<file path="src/rtl/mlhc_pkg.sv">
package mlhc_pkg;

  // configuration port
  localparam int unsigned CFG_IDX_W  = 3;
  localparam int unsigned CFG_DATA_W = 16;

  localparam logic [CFG_IDX_W-1:0] REG_LIGHT_THRESHOLD  = 3'd0;
  localparam logic [CFG_IDX_W-1:0] REG_ON_TIME_MS       = 3'd1;
  localparam logic [CFG_IDX_W-1:0] REG_COLOR_TIMEOUT_MS = 3'd2;
  localparam logic [CFG_IDX_W-1:0] REG_HUE_STEP         = 3'd3;
  localparam logic [CFG_IDX_W-1:0] REG_DEBOUNCE_MS      = 3'd4;

  localparam logic [9:0]  RST_LIGHT_THRESHOLD  = 10'd50;
  localparam logic [15:0] RST_ON_TIME_MS       = 16'd20000;
  localparam logic [15:0] RST_COLOR_TIMEOUT_MS = 16'd5000;
  localparam logic [8:0]  RST_HUE_STEP         = 9'd15;
  localparam logic [7:0]  RST_DEBOUNCE_MS      = 8'd5;

  // item kinds
  localparam logic [1:0] MODE_TICK   = 2'd0;
  localparam logic [1:0] MODE_ENC    = 2'd1;
  localparam logic [1:0] MODE_MOTION = 2'd2;

  localparam logic [9:0] HUE_WRAP   = 10'd360;
  localparam logic [8:0] SECTOR_DEG = 9'd60;
  localparam logic [7:0] DUTY_FULL  = 8'd255;
  localparam logic [7:0] AGE_MAX    = 8'd255;
  localparam logic [15:0] MS_MAX    = 16'hFFFF;

  typedef enum logic [1:0] {
    PH_SLEEP  = 2'd0,
    PH_AWAKE  = 2'd1,
    PH_SELECT = 2'd2,
    PH_LIT    = 2'd3
  } phase_t;

  typedef struct packed {
    logic [9:0]  light_threshold;
    logic [15:0] on_time_ms;
    logic [15:0] color_timeout_ms;
    logic [8:0]  hue_step;
    logic [7:0]  debounce_ms;
  } cfg_t;

  typedef struct packed {
    logic [1:0] mode;
    logic       enc_clk;
    logic       enc_dt;
    logic [9:0] light_level;
  } in_item_t;

  typedef struct packed {
    logic [7:0] red;
    logic [7:0] green;
    logic [7:0] blue;
    logic [1:0] phase_now;
    logic [8:0] hue_now;
  } out_item_t;

  typedef struct packed {
    phase_t     phase;
    logic [8:0] hue;
  } view_t;

  typedef struct packed {
    logic [7:0] red;
    logic [7:0] green;
    logic [7:0] blue;
  } rgb_t;

endpackage

</file>
<file path="src/rtl/mlhc_in_if.sv">
interface mlhc_in_if;
  logic                 valid;
  logic                 ready;
  mlhc_pkg::in_item_t   data;

  modport source (output valid, output data, input ready);
  modport sink   (input valid, input data, output ready);
endinterface

</file>
<file path="src/rtl/mlhc_out_if.sv">
interface mlhc_out_if;
  logic                 valid;
  logic                 ready;
  mlhc_pkg::out_item_t  data;

  modport source (output valid, output data, input ready);
  modport sink   (input valid, input data, output ready);
endinterface

</file>
<file path="src/rtl/mlhc_cfg.sv">
module mlhc_cfg (
  input  logic                                clk,
  input  logic                                rst_n,
  input  logic                                cfg_we,
  input  logic [mlhc_pkg::CFG_IDX_W-1:0]      cfg_index,
  input  logic [mlhc_pkg::CFG_DATA_W-1:0]     cfg_wdata,
  output mlhc_pkg::cfg_t                      cfg
);
  import mlhc_pkg::*;

  cfg_t cfg_r;
  cfg_t cfg_nxt;

  always_comb begin
    cfg_nxt = cfg_r;
    if (cfg_we) begin
      unique case (cfg_index)
        REG_LIGHT_THRESHOLD:  cfg_nxt.light_threshold  = cfg_wdata[9:0];
        REG_ON_TIME_MS:       cfg_nxt.on_time_ms       = cfg_wdata;
        REG_COLOR_TIMEOUT_MS: cfg_nxt.color_timeout_ms = cfg_wdata;
        REG_HUE_STEP:         cfg_nxt.hue_step         = cfg_wdata[8:0];
        REG_DEBOUNCE_MS:      cfg_nxt.debounce_ms      = cfg_wdata[7:0];
        default:              cfg_nxt = cfg_r;
      endcase
    end
  end

  always_ff @(posedge clk) begin
    if (!rst_n) begin
      cfg_r.light_threshold  <= RST_LIGHT_THRESHOLD;
      cfg_r.on_time_ms       <= RST_ON_TIME_MS;
      cfg_r.color_timeout_ms <= RST_COLOR_TIMEOUT_MS;
      cfg_r.hue_step         <= RST_HUE_STEP;
      cfg_r.debounce_ms      <= RST_DEBOUNCE_MS;
    end else begin
      cfg_r <= cfg_nxt;
    end
  end

  assign cfg = cfg_r;

endmodule

</file>
<file path="src/rtl/mlhc_ctrl.sv">
module mlhc_ctrl (
  input  logic                 clk,
  input  logic                 rst_n,
  input  logic                 accept,
  input  mlhc_pkg::in_item_t   item,
  input  mlhc_pkg::cfg_t       cfg,
  output mlhc_pkg::view_t      view
);
  import mlhc_pkg::*;

  phase_t      phase_r, phase_nxt;
  logic [8:0]  hue_r, hue_nxt;
  logic        last_clk_r, last_clk_nxt;
  logic [7:0]  age_r, age_nxt;
  logic [15:0] idle_r, idle_nxt;
  logic [15:0] lit_r, lit_nxt;

  logic [7:0]  age_inc;
  logic [15:0] idle_inc;
  logic        enc_pass;
  logic        enc_rise;
  logic        timed_out;
  logic        lit_done;
  logic [8:0]  step;
  logic [9:0]  hue_up, hue_dn;
  logic [8:0]  hue_stepped;

  assign age_inc   = (age_r == AGE_MAX) ? age_r : age_r + 8'd1;
  assign idle_inc  = (idle_r == MS_MAX) ? idle_r : idle_r + 16'd1;
  assign enc_pass  = (age_r >= cfg.debounce_ms);
  assign enc_rise  = !last_clk_r && item.enc_clk;
  assign timed_out = (idle_inc > cfg.color_timeout_ms);
  assign lit_done  = (lit_r <= 16'd1);

  // hue step reduced mod 360, then wrapped add or subtract
  always_comb begin
    step   = ({1'b0, cfg.hue_step} >= HUE_WRAP) ? 9'(cfg.hue_step - HUE_WRAP[8:0])
                                                : cfg.hue_step;
    hue_up = {1'b0, hue_r} + {1'b0, step};
    hue_dn = {1'b0, hue_r} + HUE_WRAP - {1'b0, step};
    if (item.enc_dt) begin
      hue_stepped = (hue_dn >= HUE_WRAP) ? 9'(hue_dn - HUE_WRAP) : hue_dn[8:0];
    end else begin
      hue_stepped = (hue_up >= HUE_WRAP) ? 9'(hue_up - HUE_WRAP) : hue_up[8:0];
    end
  end

  // phase transitions
  always_comb begin
    phase_nxt = phase_r;
    if (accept) begin
      unique case (item.mode)
        MODE_TICK: begin
          if (phase_r == PH_SELECT && timed_out) begin
            phase_nxt = PH_SLEEP;
          end else if (phase_r == PH_LIT && lit_done) begin
            phase_nxt = PH_SLEEP;
          end
        end
        MODE_ENC: begin
          if (phase_r != PH_LIT && enc_pass) begin
            if (enc_rise) begin
              phase_nxt = PH_SELECT;
            end else if (phase_r == PH_SLEEP) begin
              phase_nxt = PH_AWAKE;
            end
          end
        end
        MODE_MOTION: begin
          if (phase_r == PH_SLEEP && item.light_level < cfg.light_threshold) begin
            phase_nxt = PH_LIT;
          end
        end
        default: phase_nxt = phase_r;
      endcase
    end
  end

  // counters, hue and encoder history
  always_comb begin
    hue_nxt      = hue_r;
    last_clk_nxt = last_clk_r;
    age_nxt      = age_r;
    idle_nxt     = idle_r;
    lit_nxt      = lit_r;
    if (accept) begin
      unique case (item.mode)
        MODE_TICK: begin
          if (phase_r != PH_SLEEP) begin
            age_nxt  = age_inc;
            idle_nxt = idle_inc;
            if (phase_r == PH_SELECT && timed_out) begin
              age_nxt = AGE_MAX;
            end
            if (phase_r == PH_LIT) begin
              if (lit_done) begin
                lit_nxt = '0;
                age_nxt = AGE_MAX;
              end else begin
                lit_nxt = lit_r - 16'd1;
              end
            end
          end
        end
        MODE_ENC: begin
          if (phase_r != PH_LIT && enc_pass) begin
            age_nxt      = '0;
            idle_nxt     = '0;
            last_clk_nxt = item.enc_clk;
            if (enc_rise) begin
              hue_nxt = hue_stepped;
            end
          end
        end
        MODE_MOTION: begin
          if (phase_r == PH_SLEEP) begin
            if (item.light_level < cfg.light_threshold) begin
              lit_nxt = cfg.on_time_ms;
            end else begin
              age_nxt = AGE_MAX;
            end
          end
        end
        default: age_nxt = age_r;
      endcase
    end
  end

  always_ff @(posedge clk) begin
    if (!rst_n) begin
      phase_r    <= PH_SLEEP;
      hue_r      <= '0;
      last_clk_r <= 1'b0;
      age_r      <= AGE_MAX;
      idle_r     <= '0;
      lit_r      <= '0;
    end else begin
      phase_r    <= phase_nxt;
      hue_r      <= hue_nxt;
      last_clk_r <= last_clk_nxt;
      age_r      <= age_nxt;
      idle_r     <= idle_nxt;
      lit_r      <= lit_nxt;
    end
  end

  assign view.phase = phase_r;
  assign view.hue   = hue_r;

endmodule

</file>
<file path="src/rtl/mlhc_wheel.sv">
module mlhc_wheel (
  input  mlhc_pkg::view_t  view,
  output mlhc_pkg::rgb_t   rgb
);
  import mlhc_pkg::*;

  logic [8:0] base;
  logic [8:0] offs;
  logic [9:0] scaled;
  logic [7:0] rem;
  logic [2:0] sector;

  // sector search over six 60 degree slices
  always_comb begin
    if (view.hue < SECTOR_DEG) begin
      sector = 3'd0;
    end else if (view.hue < 9'd120) begin
      sector = 3'd1;
    end else if (view.hue < 9'd180) begin
      sector = 3'd2;
    end else if (view.hue < 9'd240) begin
      sector = 3'd3;
    end else if (view.hue < 9'd300) begin
      sector = 3'd4;
    end else begin
      sector = 3'd5;
    end
  end

  // 255/60 == 17/4, so the ramp is (offset * 17) >> 2
  always_comb begin
    base   = 9'(sector * SECTOR_DEG);
    offs   = view.hue - base;
    scaled = {offs[5:0], 4'b0000} + {4'b0000, offs[5:0]};
    rem    = scaled[9:2];
  end

  always_comb begin
    rgb = '0;
    if (view.phase == PH_SELECT || view.phase == PH_LIT) begin
      case (sector)
        3'd0:    rgb = '{red: DUTY_FULL,       green: rem,             blue: 8'd0};
        3'd1:    rgb = '{red: DUTY_FULL - rem, green: DUTY_FULL,       blue: 8'd0};
        3'd2:    rgb = '{red: 8'd0,            green: DUTY_FULL,       blue: rem};
        3'd3:    rgb = '{red: 8'd0,            green: DUTY_FULL - rem, blue: DUTY_FULL};
        3'd4:    rgb = '{red: rem,             green: 8'd0,            blue: DUTY_FULL};
        default: rgb = '{red: DUTY_FULL,       green: 8'd0,            blue: DUTY_FULL - rem};
      endcase
    end
  end

endmodule

</file>
<file path="src/rtl/motion_light_hue_controller.sv">
// Motion-activated RGB night light with a rotary-encoder hue selector. Each
// input transaction is a 1 ms tick, an encoder CLK change or a motion rising
// edge, and each yields exactly one output transaction carrying the LED duty
// (red, green, blue), the phase and the hue after the update. A new
// transaction is taken every clock cycle while the output side keeps up: the
// state update is registered on acceptance, the colour wheel works from the
// state registers while the item sits in stage 1, and the output register
// holds the result; a stalled output holds stage 1 and with it the input.
// The feedback through the phase/counter/hue registers sets that rate.
// Configuration registers (index 0 light_threshold, 1 on_time_ms,
// 2 color_timeout_ms, 3 hue_step, 4 debounce_ms) are written through cfg_we,
// cfg_index and cfg_wdata; the user must write them only while the block is
// idle, which the block itself does not enforce; writes to other indexes
// are dropped.
module motion_light_hue_controller (
  input  logic                             clk,
  input  logic                             rst_n,
  mlhc_in_if.sink                          in_chan,
  mlhc_out_if.source                       out_chan,
  input  logic                             cfg_we,
  input  logic [mlhc_pkg::CFG_IDX_W-1:0]   cfg_index,
  input  logic [mlhc_pkg::CFG_DATA_W-1:0]  cfg_wdata
);
  import mlhc_pkg::*;

  cfg_t      cfg;
  view_t     view;
  rgb_t      rgb;

  logic      in_accept;
  logic      s1_adv;
  logic      s1_valid_r, s1_valid_nxt;
  logic      out_valid_r, out_valid_nxt;
  out_item_t out_data_r;

  // stage 1 holds the item whose update already sits in the state registers;
  // its result moves to the output register once that slot is free
  assign s1_adv        = s1_valid_r && (!out_valid_r || out_chan.ready);
  assign in_chan.ready = !s1_valid_r || s1_adv;
  assign in_accept     = in_chan.valid && in_chan.ready;

  always_comb begin
    s1_valid_nxt = s1_valid_r;
    if (in_accept) begin
      s1_valid_nxt = 1'b1;
    end else if (s1_adv) begin
      s1_valid_nxt = 1'b0;
    end
  end

  always_comb begin
    out_valid_nxt = out_valid_r;
    if (s1_adv) begin
      out_valid_nxt = 1'b1;
    end else if (out_chan.ready) begin
      out_valid_nxt = 1'b0;
    end
  end

  mlhc_cfg u_cfg (
    .clk       (clk),
    .rst_n     (rst_n),
    .cfg_we    (cfg_we),
    .cfg_index (cfg_index),
    .cfg_wdata (cfg_wdata),
    .cfg       (cfg)
  );

  // phase machine, counters and hue; state frozen while stage 1 stalls
  mlhc_ctrl u_ctrl (
    .clk    (clk),
    .rst_n  (rst_n),
    .accept (in_accept),
    .item   (in_chan.data),
    .cfg    (cfg),
    .view   (view)
  );

  // hue to duty, zero outside colour select and lit
  mlhc_wheel u_wheel (
    .view (view),
    .rgb  (rgb)
  );

  always_ff @(posedge clk) begin
    if (!rst_n) begin
      s1_valid_r  <= 1'b0;
      out_valid_r <= 1'b0;
    end else begin
      s1_valid_r  <= s1_valid_nxt;
      out_valid_r <= out_valid_nxt;
    end
  end

  // payload, no reset
  always_ff @(posedge clk) begin
    if (s1_adv) begin
      out_data_r.red       <= rgb.red;
      out_data_r.green     <= rgb.green;
      out_data_r.blue      <= rgb.blue;
      out_data_r.phase_now <= view.phase;
      out_data_r.hue_now   <= view.hue;
    end
  end

  assign out_chan.valid = out_valid_r;
  assign out_chan.data  = out_data_r;

endmodule

</file>
<file path="src/flat_wrapper.sv">
// flat-port wrapper written by rule: the top's interface ports become plain ports
module motion_light_hue_controller_flat import mlhc_pkg::*;
  (clk, rst_n, cfg_we, cfg_index, cfg_wdata, in_chan_valid, in_chan_data, in_chan_ready, out_chan_valid, out_chan_data, out_chan_ready);
  mlhc_in_if in_chan_i ();
  mlhc_out_if out_chan_i ();
  input  logic clk;
  input  logic rst_n;
  input  logic cfg_we;
  input  logic [mlhc_pkg::CFG_IDX_W-1:0] cfg_index;
  input  logic [mlhc_pkg::CFG_DATA_W-1:0] cfg_wdata;
  input wire logic [$bits(in_chan_i.valid)-1:0] in_chan_valid;
  input wire logic [$bits(in_chan_i.data)-1:0] in_chan_data;
  output wire logic [$bits(in_chan_i.ready)-1:0] in_chan_ready;
  output wire logic [$bits(out_chan_i.valid)-1:0] out_chan_valid;
  output wire logic [$bits(out_chan_i.data)-1:0] out_chan_data;
  input wire logic [$bits(out_chan_i.ready)-1:0] out_chan_ready;
  assign in_chan_i.valid = in_chan_valid;
  assign in_chan_i.data = in_chan_data;
  assign in_chan_ready = in_chan_i.ready;
  assign out_chan_valid = out_chan_i.valid;
  assign out_chan_data = out_chan_i.data;
  assign out_chan_i.ready = out_chan_ready;
  motion_light_hue_controller u_core (.clk(clk), .rst_n(rst_n), .in_chan(in_chan_i), .out_chan(out_chan_i), .cfg_we(cfg_we), .cfg_index(cfg_index), .cfg_wdata(cfg_wdata));
endmodule
</file>
<file path="config.mk">
export PLATFORM = sky130hd
export DESIGN_NAME = motion_light_hue_controller_flat
export DESIGN_NICKNAME = d
export VERILOG_FILES = /design/src/rtl/mlhc_pkg.sv /design/src/rtl/mlhc_in_if.sv /design/src/rtl/mlhc_out_if.sv /design/src/rtl/mlhc_cfg.sv /design/src/rtl/mlhc_ctrl.sv /design/src/rtl/mlhc_wheel.sv /design/src/rtl/motion_light_hue_controller.sv /design/src/flat_wrapper.sv
export SDC_FILE = /design/constraint.sdc
export NUM_CORES = 1
export LEC_CHECK = 0
export ABC_CLOCK_PERIOD_IN_PS = 8100
export BUFFER_PORTS_ARGS = -buffer_cell sky130_fd_sc_hd__buf_2
export CORE_ASPECT_RATIO = 1.75
export CORE_MARGIN = 2
export CORE_UTILIZATION = 60
export CTS_BUF_LIST = sky130_fd_sc_hd__clkbuf_2
export DETAILED_ROUTE_END_ITERATION = 10
export PLACE_DENSITY = 0.84
export SYNTH_ARGS = -nofsm -noshare
export SYNTH_HDL_FRONTEND = slang
export SYNTH_SLANG_ARGS = --single-unit
</file>
<file path="constraint.sdc">
create_clock -name clk -period 8.1 [get_ports clk]
set_input_delay 0.405 -clock clk [delete_from_list [all_inputs] [get_ports clk]]
set_output_delay 0.405 -clock clk [all_outputs]
set_load 0.03 [all_outputs]
</file>
Word-level counts from Yosys, hierarchy flattened
Index checks and enable logic that the tools add are counted.
{"block": "totals", "reg_bits": 148, "latchBits": 0, "ramBits": 0, "mem_bits_ro": 0, "input_bits": 38, "output_inout_bits": 37, "wordCells": 141, "n_memories": 0}
{"block": "op_classes", "addsub": 12, "n_mul": 1, "div_mod_pow": 0, "order_cmp": 12, "eq_ne": 24, "shift": 0, "mux": 40, "bitwise_logic": 0, "n_reduce_logical": 34}
{"op": "$mux 16", "count": 8}
{"op": "$pmux 24 s5", "count": 1}
{"op": "$mux 8", "count": 8}
{"op": "$pmux 16 s2", "count": 2}
{"op": "$mux 9", "count": 4}
{"op": "$sub 9x9->9 const B", "count": 3}
{"op": "$pmux 8 s3", "count": 1}
{"op": "$ge 10x9->1 const B", "count": 2}
{"op": "$lt 9x8->1 const B", "count": 2}
{"op": "$reduce_and 6->1", "count": 3}
{"op": "$add 16x1->16 const B", "count": 1}
{"op": "$eq 16x16->1 const B", "count": 1}
{"op": "$gt 16x16->1", "count": 1}
{"op": "$le 16x1->1 const B", "count": 1}
{"op": "$ne 2x2->1 const B", "count": 8}
{"op": "$sub 16x1->16 const B", "count": 1}
{"op": "$eq 3x2->1 const B", "count": 4}
{"op": "$mux 2", "count": 6}
{"op": "$mux 3", "count": 4}
{"op": "$add 10x6->10", "count": 1}
{"op": "$add 9x9->10", "count": 1}
{"op": "$add 9x9->10 const B", "count": 1}
{"op": "$lt 10x10->1", "count": 1}
{"op": "$reduce_and 2->1", "count": 5}
{"op": "other kinds (27)", "count": 53}

Longest topological paths before layout
{"block": "logic_depth", "ltp_word": 11, "mapped_depth": 21, "mapped_depth_nobuf": 20}

Cells and area by module
A second synthesis with hierarchy kept.
{"block": "hier_totals", "cells_unflattened": 1155, "area_unflattened_um2": 9929.5}
{"module": "mlhc_ctrl", "instances": 1, "cells_per_inst": 731, "area_each_um2": 5447.7, "seq_area_each_um2": 1041.0}
{"module": "mlhc_cfg", "instances": 1, "cells_per_inst": 229, "area_each_um2": 2332.2, "seq_area_each_um2": 1181.1}
{"module": "motion_light_hue_controller", "instances": 1, "cells_per_inst": 44, "area_each_um2": 1154.9, "seq_area_each_um2": 1091.0}
{"module": "mlhc_wheel", "instances": 1, "cells_per_inst": 151, "area_each_um2": 994.7, "seq_area_each_um2": 0.0}

Worst setup path after synthesis
OpenSTA, ideal clock, no wires.
{"block": "synth_path", "path_type": "flip-flop to flip-flop", "startpoint": "register u_core.u_ctrl.hue_r[5]", "endpoint": "register u_core.out_data_r, in the netlist u_core.out_chan.data[18], data pin", "setup_time_ns": 0.254, "arrival_ns": 4.058, "setup_slack_ns": 3.787, "path_stages_with_launch": 21, "n_path_buf": 1, "synth_period_minus_slack_ns": 4.313, "path_cell_list": "dfxtp_1 and2_1 nand3_1 nor2_1 a31oi_1 clkbuf_1 a21boi_0 or2_2 inv_1 ha_1 ha_1 inv_1 ha_1 a21oi_1 xnor2_1 ha_1 a21oi_1 nor4b_1 xor2_1 o21ai_0 o21a_1"}
{"block": "synth_via", "elab_chain_cells": 11}
{"element": "start, declared", "line_no": "mlhc_ctrl.sv:12", "rtl": "logic [8:0] hue_r, hue_nxt;"}
{"element": "start signal, assigned", "line_no": "mlhc_ctrl.sv:139", "rtl": "hue_r <= hue_nxt;"}
{"element": "$lt 9x9->1", "line_no": "mlhc_wheel.sv:23", "rtl": "end else if (view.hue < 9'd300) begin"}
{"element": "$mux 1", "line_no": "mlhc_wheel.sv:23"}
{"element": "$mux 3", "line_no": "mlhc_wheel.sv:21", "rtl": "end else if (view.hue < 9'd240) begin"}
{"element": "$mux 3", "line_no": "mlhc_wheel.sv:19", "rtl": "end else if (view.hue < 9'd180) begin"}
{"element": "$mux 3", "line_no": "mlhc_wheel.sv:17", "rtl": "end else if (view.hue < 9'd120) begin"}
{"element": "$mux 3", "line_no": "mlhc_wheel.sv:15", "rtl": "if (view.hue < SECTOR_DEG) begin"}
{"element": "$mul 3x4->4", "line_no": "mlhc_wheel.sv:32", "rtl": "base = 9'(sector * SECTOR_DEG);"}
{"element": "$sub 6x6->6", "line_no": "mlhc_wheel.sv:33", "rtl": "offs = view.hue - base;"}
{"element": "$add 10x6->10", "line_no": "mlhc_wheel.sv:34", "rtl": "scaled = {offs[5:0], 4'b0000} + {4'b0000, offs[5:0]};"}
{"element": "$sub 8x8->8", "line_no": "mlhc_wheel.sv:47", "rtl": "default: rgb = '{red: DUTY_FULL, green: 8'd0, blue: DUTY_FULL - rem};"}
{"element": "$pmux 24 s5 (*)", "line_no": "mlhc_wheel.sv:41", "rtl": "case (sector)"}
{"element": "end, declared", "line_no": "motion_light_hue_controller.sv:34", "rtl": "out_item_t out_data_r;"}
Every way passes the cells marked *; elsewhere a longest branch is shown, timed or not.
A chain may end at the register's enable or synchronous reset.

Final worst setup path
{"block": "layout_path", "startpoint": "register u_core.u_ctrl.hue_r[4]", "endpoint": "register u_core.out_data_r, in the netlist u_core.out_chan.data[34], data pin"}
{"block": "layout_via", "elab_chain_cells": 11}
{"element": "$lt 9x9->1", "line_no": "mlhc_wheel.sv:23"}
{"element": "$mux 1", "line_no": "mlhc_wheel.sv:23"}
{"element": "$mux 3", "line_no": "mlhc_wheel.sv:21"}
{"element": "$mux 3", "line_no": "mlhc_wheel.sv:19"}
{"element": "$mux 3", "line_no": "mlhc_wheel.sv:17"}
{"element": "$mux 3", "line_no": "mlhc_wheel.sv:15"}
{"element": "$mul 3x4->4", "line_no": "mlhc_wheel.sv:32"}
{"element": "$sub 6x6->6", "line_no": "mlhc_wheel.sv:33"}
{"element": "$add 10x6->10", "line_no": "mlhc_wheel.sv:34"}
{"element": "$sub 8x8->8", "line_no": "mlhc_wheel.sv:43", "rtl": "3'd1: rgb = '{red: DUTY_FULL - rem, green: DUTY_FULL, blue: 8'd0};"}
{"element": "$pmux 24 s5 (*)", "line_no": "mlhc_wheel.sv:41"}
Marked as above.

==> results.json <==
{
  "status": "completed",
  "path_cells": "and2_1 -> nand3_1 -> nor2_1 -> a31oi_1 -> a21boi_0 -> or2_2 -> inv_1 -> ha_1 -> ha_1 -> inv_1 -> ha_1 -> a21oi_1 -> xnor2_1 -> ha_1 -> a21oi_1 -> nor4b_1 -> xor2_1 -> a21oi_1 -> o21a_1",
  "finalInstanceArea_mm2": 0.0106,
  "final-hold-violation-count": 0,
  "io_pins": 75,
  "viasPerCell": 6.07,
  "clk_pin_slew_ns": 0.23,
  "yosys_register_bits": 148,
  "cp.depth": 19,
  "final_max_slew_viol_count": 0,
  "total_power_mw": 1.71,
  "cts_setup_buffers": 0,
  "p_int_mw": 1.13,
  "drcViolationCount": 0,
  "min_path_cells": 4,
  "setup_violations": 0,
  "p_leak_nw": 4.48,
  "async_flop_share_pct": 0,
  "grt_overflow": 0,
  "final.setup_skew_ns": 0.0526,
  "synth_fp_nets": 1281,
  "vdd_ir_drop_max_mv": 0.143,
  "max_slew.worst_pin.slew_ns": 1.17,
  "io_buffer_count": 74,
  "wl_per_cell_um": 17.2,
  "grt_pass1_vias": 8558,
  "synth-main-ff-cell": "dfxtp_1",
  "yosysTopAreaCell": "dfxtp_1",
  "die_area_mm2": 0.0171,
  "hpwlAfterDp_mm": 18.5,
  "die_h_um": 171,
  "rsz0062_at_grt": "no",
  "std_cell_rows": 61,
  "core_area_mm2": 0.0158,
  "critPathMostFrequentCell": "ha_1",
  "seqPwrFrac_pct": 47.2,
  "htreeDepth": 4,
  "drive_gt1_share_pct": 11.9,
  "min_period_ns": 5.28,
  "seq_area_frac_synth_pct": 34.5,
  "crit_type": "register to register",
  "grt_pass1_wl_mm": 40.1,
  "cp_slowest_stage_delay_ns": 0.71,
  "path_buf_inv": 2,
  "cts_num_sinks": 148,
  "cts_tree": "yes",
  "syn-mean-instance-area_um2": 8.28,
  "setup_tns_ns": 0,
  "r2r_cells": 19,
  "final_nets": 1354,
  "synth_cell_types": 72,
  "ys_warn_count": 0,
  "antenna_found_initial": 2,
  "wirelength_mm": 24.7,
  "start_util_pct": 60.8,
  "required_ns": 8.60,
  "relSlewSlack_pct": 21.4,
  "synth_edf_count": 35,
  "cts-resized-gates": 0,
  "slowest_stage": "a31oi_1",
  "pwr-share-comb_pct": 24.1,
  "hold_path.class": "input port to register",
  "worst_hold_slack_ns": 0.130,
  "synthTopCellsByCount": "185 x nand2_1, 113 x dfxtp_1, 85 x inv_1",
  "vias": 8718,
  "cts_root_buffer": "clkbuf_2",
  "synthesis.area_mm2": 0.00960,
  "crit_fanout": 11,
  "cap_violations": 0,
  "crit_path_start_kind": "register",
  "p_sw_uw": 578,
  "post_dp_cell_area_mm2": 0.0101,
  "swShare_pct": 33.8,
  "clockBufferDepth": 2,
  "yosysTopAreaCellShare_pct": 23.6,
  "crit_family": "compound AO/OA/AOI/OAI gates",
  "clock_latency_ns": 0.74,
  "critPathCaptureType": "register",
  "pwr-share-clk_pct": 28.7,
  "worstPathArrival_ns": 5.78,
  "grt_max_degree": 75,
  "synthCells": 1159,
  "first_pass_iters": 5,
  "grtUsageTotal_pct": 29.3,
  "die_x_um": 99.6,
  "fmax_ghz": 0.189,
  "route.antenna.remaining_nets": 0,
  "drt_iter0_markers": 479,
  "place.gp.congestion": 0.955,
  "synthMostInstantiatedCell": "nand2_1",
  "numCtsBuffers": 17,
  "synthTopCellsByArea": "dfxtp_1 24%, edfxtp_1 11%, ha_1 10%",
  "syn_to_final_growth_pct": 9.98,
  "fin_crit_sh_pct": 65.2,
  "p_per_area_mw_per_mm2": 162,
  "fillCellCount": 1325
}
state kept, by name, summed over array words and instances, names as in the netlist:
| signal | flops |
|---|---|
| u_core.s1_valid_r | 1 |
| u_core.u_ctrl.last_clk_r | 1 |
| u_core.u_ctrl.idle_r | 16 |
| u_core.u_ctrl.phase_r | 2 |
| u_core.u_ctrl.age_r | 8 |
| u_core.u_cfg.cfg | 59 |
| u_core.u_ctrl.lit_r | 16 |
| u_core.u_ctrl.hue_r | 9 |
| u_core.out_chan.data | 35 |
| u_core.out_chan.valid | 1 |
worst min-delay path: stages:
cell,delay [ns]
buf_2,0.19
a211oi_1,0.07
nand2_1,0.07
a31oi_1,0.07
logic make-up (layout without fill, tap and decap cells):
family | Yosys count | in the layout | share of synthesized area [%]
adder cells (fa/ha/maj) | 84 | 84 | 11.3
other | 0 | 2 | 0
AND/OR/NAND/NOR | 427 | 427 | 21.2
flip-flops | 148 | 148 | 34.5
multiplexers | 11 | 11 | 1.21
buffers and inverters | 133 | 219 | 5.29
XOR/XNOR | 42 | 42 | 3.91
AO/OA/AOI/OAI | 314 | 314 | 22.6
layout by cell type, fill, tap and decap left out, drive strengths merged, types with 35 or more instances in the layout:
cell type,Yosys,final
o21ai,47,47
nand3,37,37
edfxtp,35,35
dfxtp,113,113
inv,85,93
buf,6,80
a21oi,70,70
nor2,64,64
ha,80,80
a21boi,47,47
nand2,186,186
layout make-up:
| cell class | count | area, um^2 | area share, % |
|---|---|---|---|
| multi-input combinational | 878 | 5780 | 54.8 |
| sequential | 148 | 3310 | 31.4 |
| timing repair buffer | 100 | 616 | 5.83 |
| inverter | 87 | 327 | 3.09 |
| tap | 189 | 236 | 2.24 |
| clock inverter | 14 | 189 | 1.79 |
| clock buffer | 18 | 90.1 | 0.853 |
| antenna | 2 | 5.00 | 0.0474 |
worst paths after layout:
path / startpoint / end / slack [ns]
worst max-delay path: u_core.u_ctrl.hue_r[4] / u_core.out_chan.data[34] / 2.82
worst min-delay path: in_chan_data[10] / u_core.u_ctrl.hue_r[7] / 0.13
worst max register to register: u_core.u_ctrl.hue_r[4] / u_core.out_chan.data[34] / 2.82
worst min register to register: u_core.u_cfg.cfg[55] / u_core.u_cfg.cfg[55] / 0.48
repair_timing:
| item | 4_1_cts | 5_1_grt |
|---|---|---|
| endpoints found under the hold margin | 56 | 0 |
| hold buffers | 20 | 0 |
| setup endpoints to repair | 0 | 0 |
power by group through the flow:
stage,Sequential (mW),Combinational (mW),Clock (mW)
6_report,0.806,0.411,0.491
3_5_place_dp,0.820,0.396,0
5_1_grt,0.810,0.454,0.528
2_1_floorplan,0.829,0.287,0
4_1_cts,0.806,0.406,0.497
3_3_place_gp,0.820,0.387,0
metrics by stage:
step / utilization [%] / worst slack, ns / cells
after floorplan: - / 3.79 / 1159
after global placement: 63.8 / 3.25 / 1382
after detailed placement: 63.8 / 2.95 / 1382
after CTS: 66.8 / 2.94 / 1434
after global routing: 66.8 / 2.55 / 1436
final: 66.8 / 2.82 / 1436
routing by layer:
metal  vias up  global-route usage (%)  share of wire, %
met4         0                    15.7               5.0
met1      4107                    28.6                35
met2       267                    58.2                56
met5         -                       0                 0
li1       4260                       -                 -
met3        84                    3.74               3.4
No activity file was read; power rests on OpenSTA's default activity.
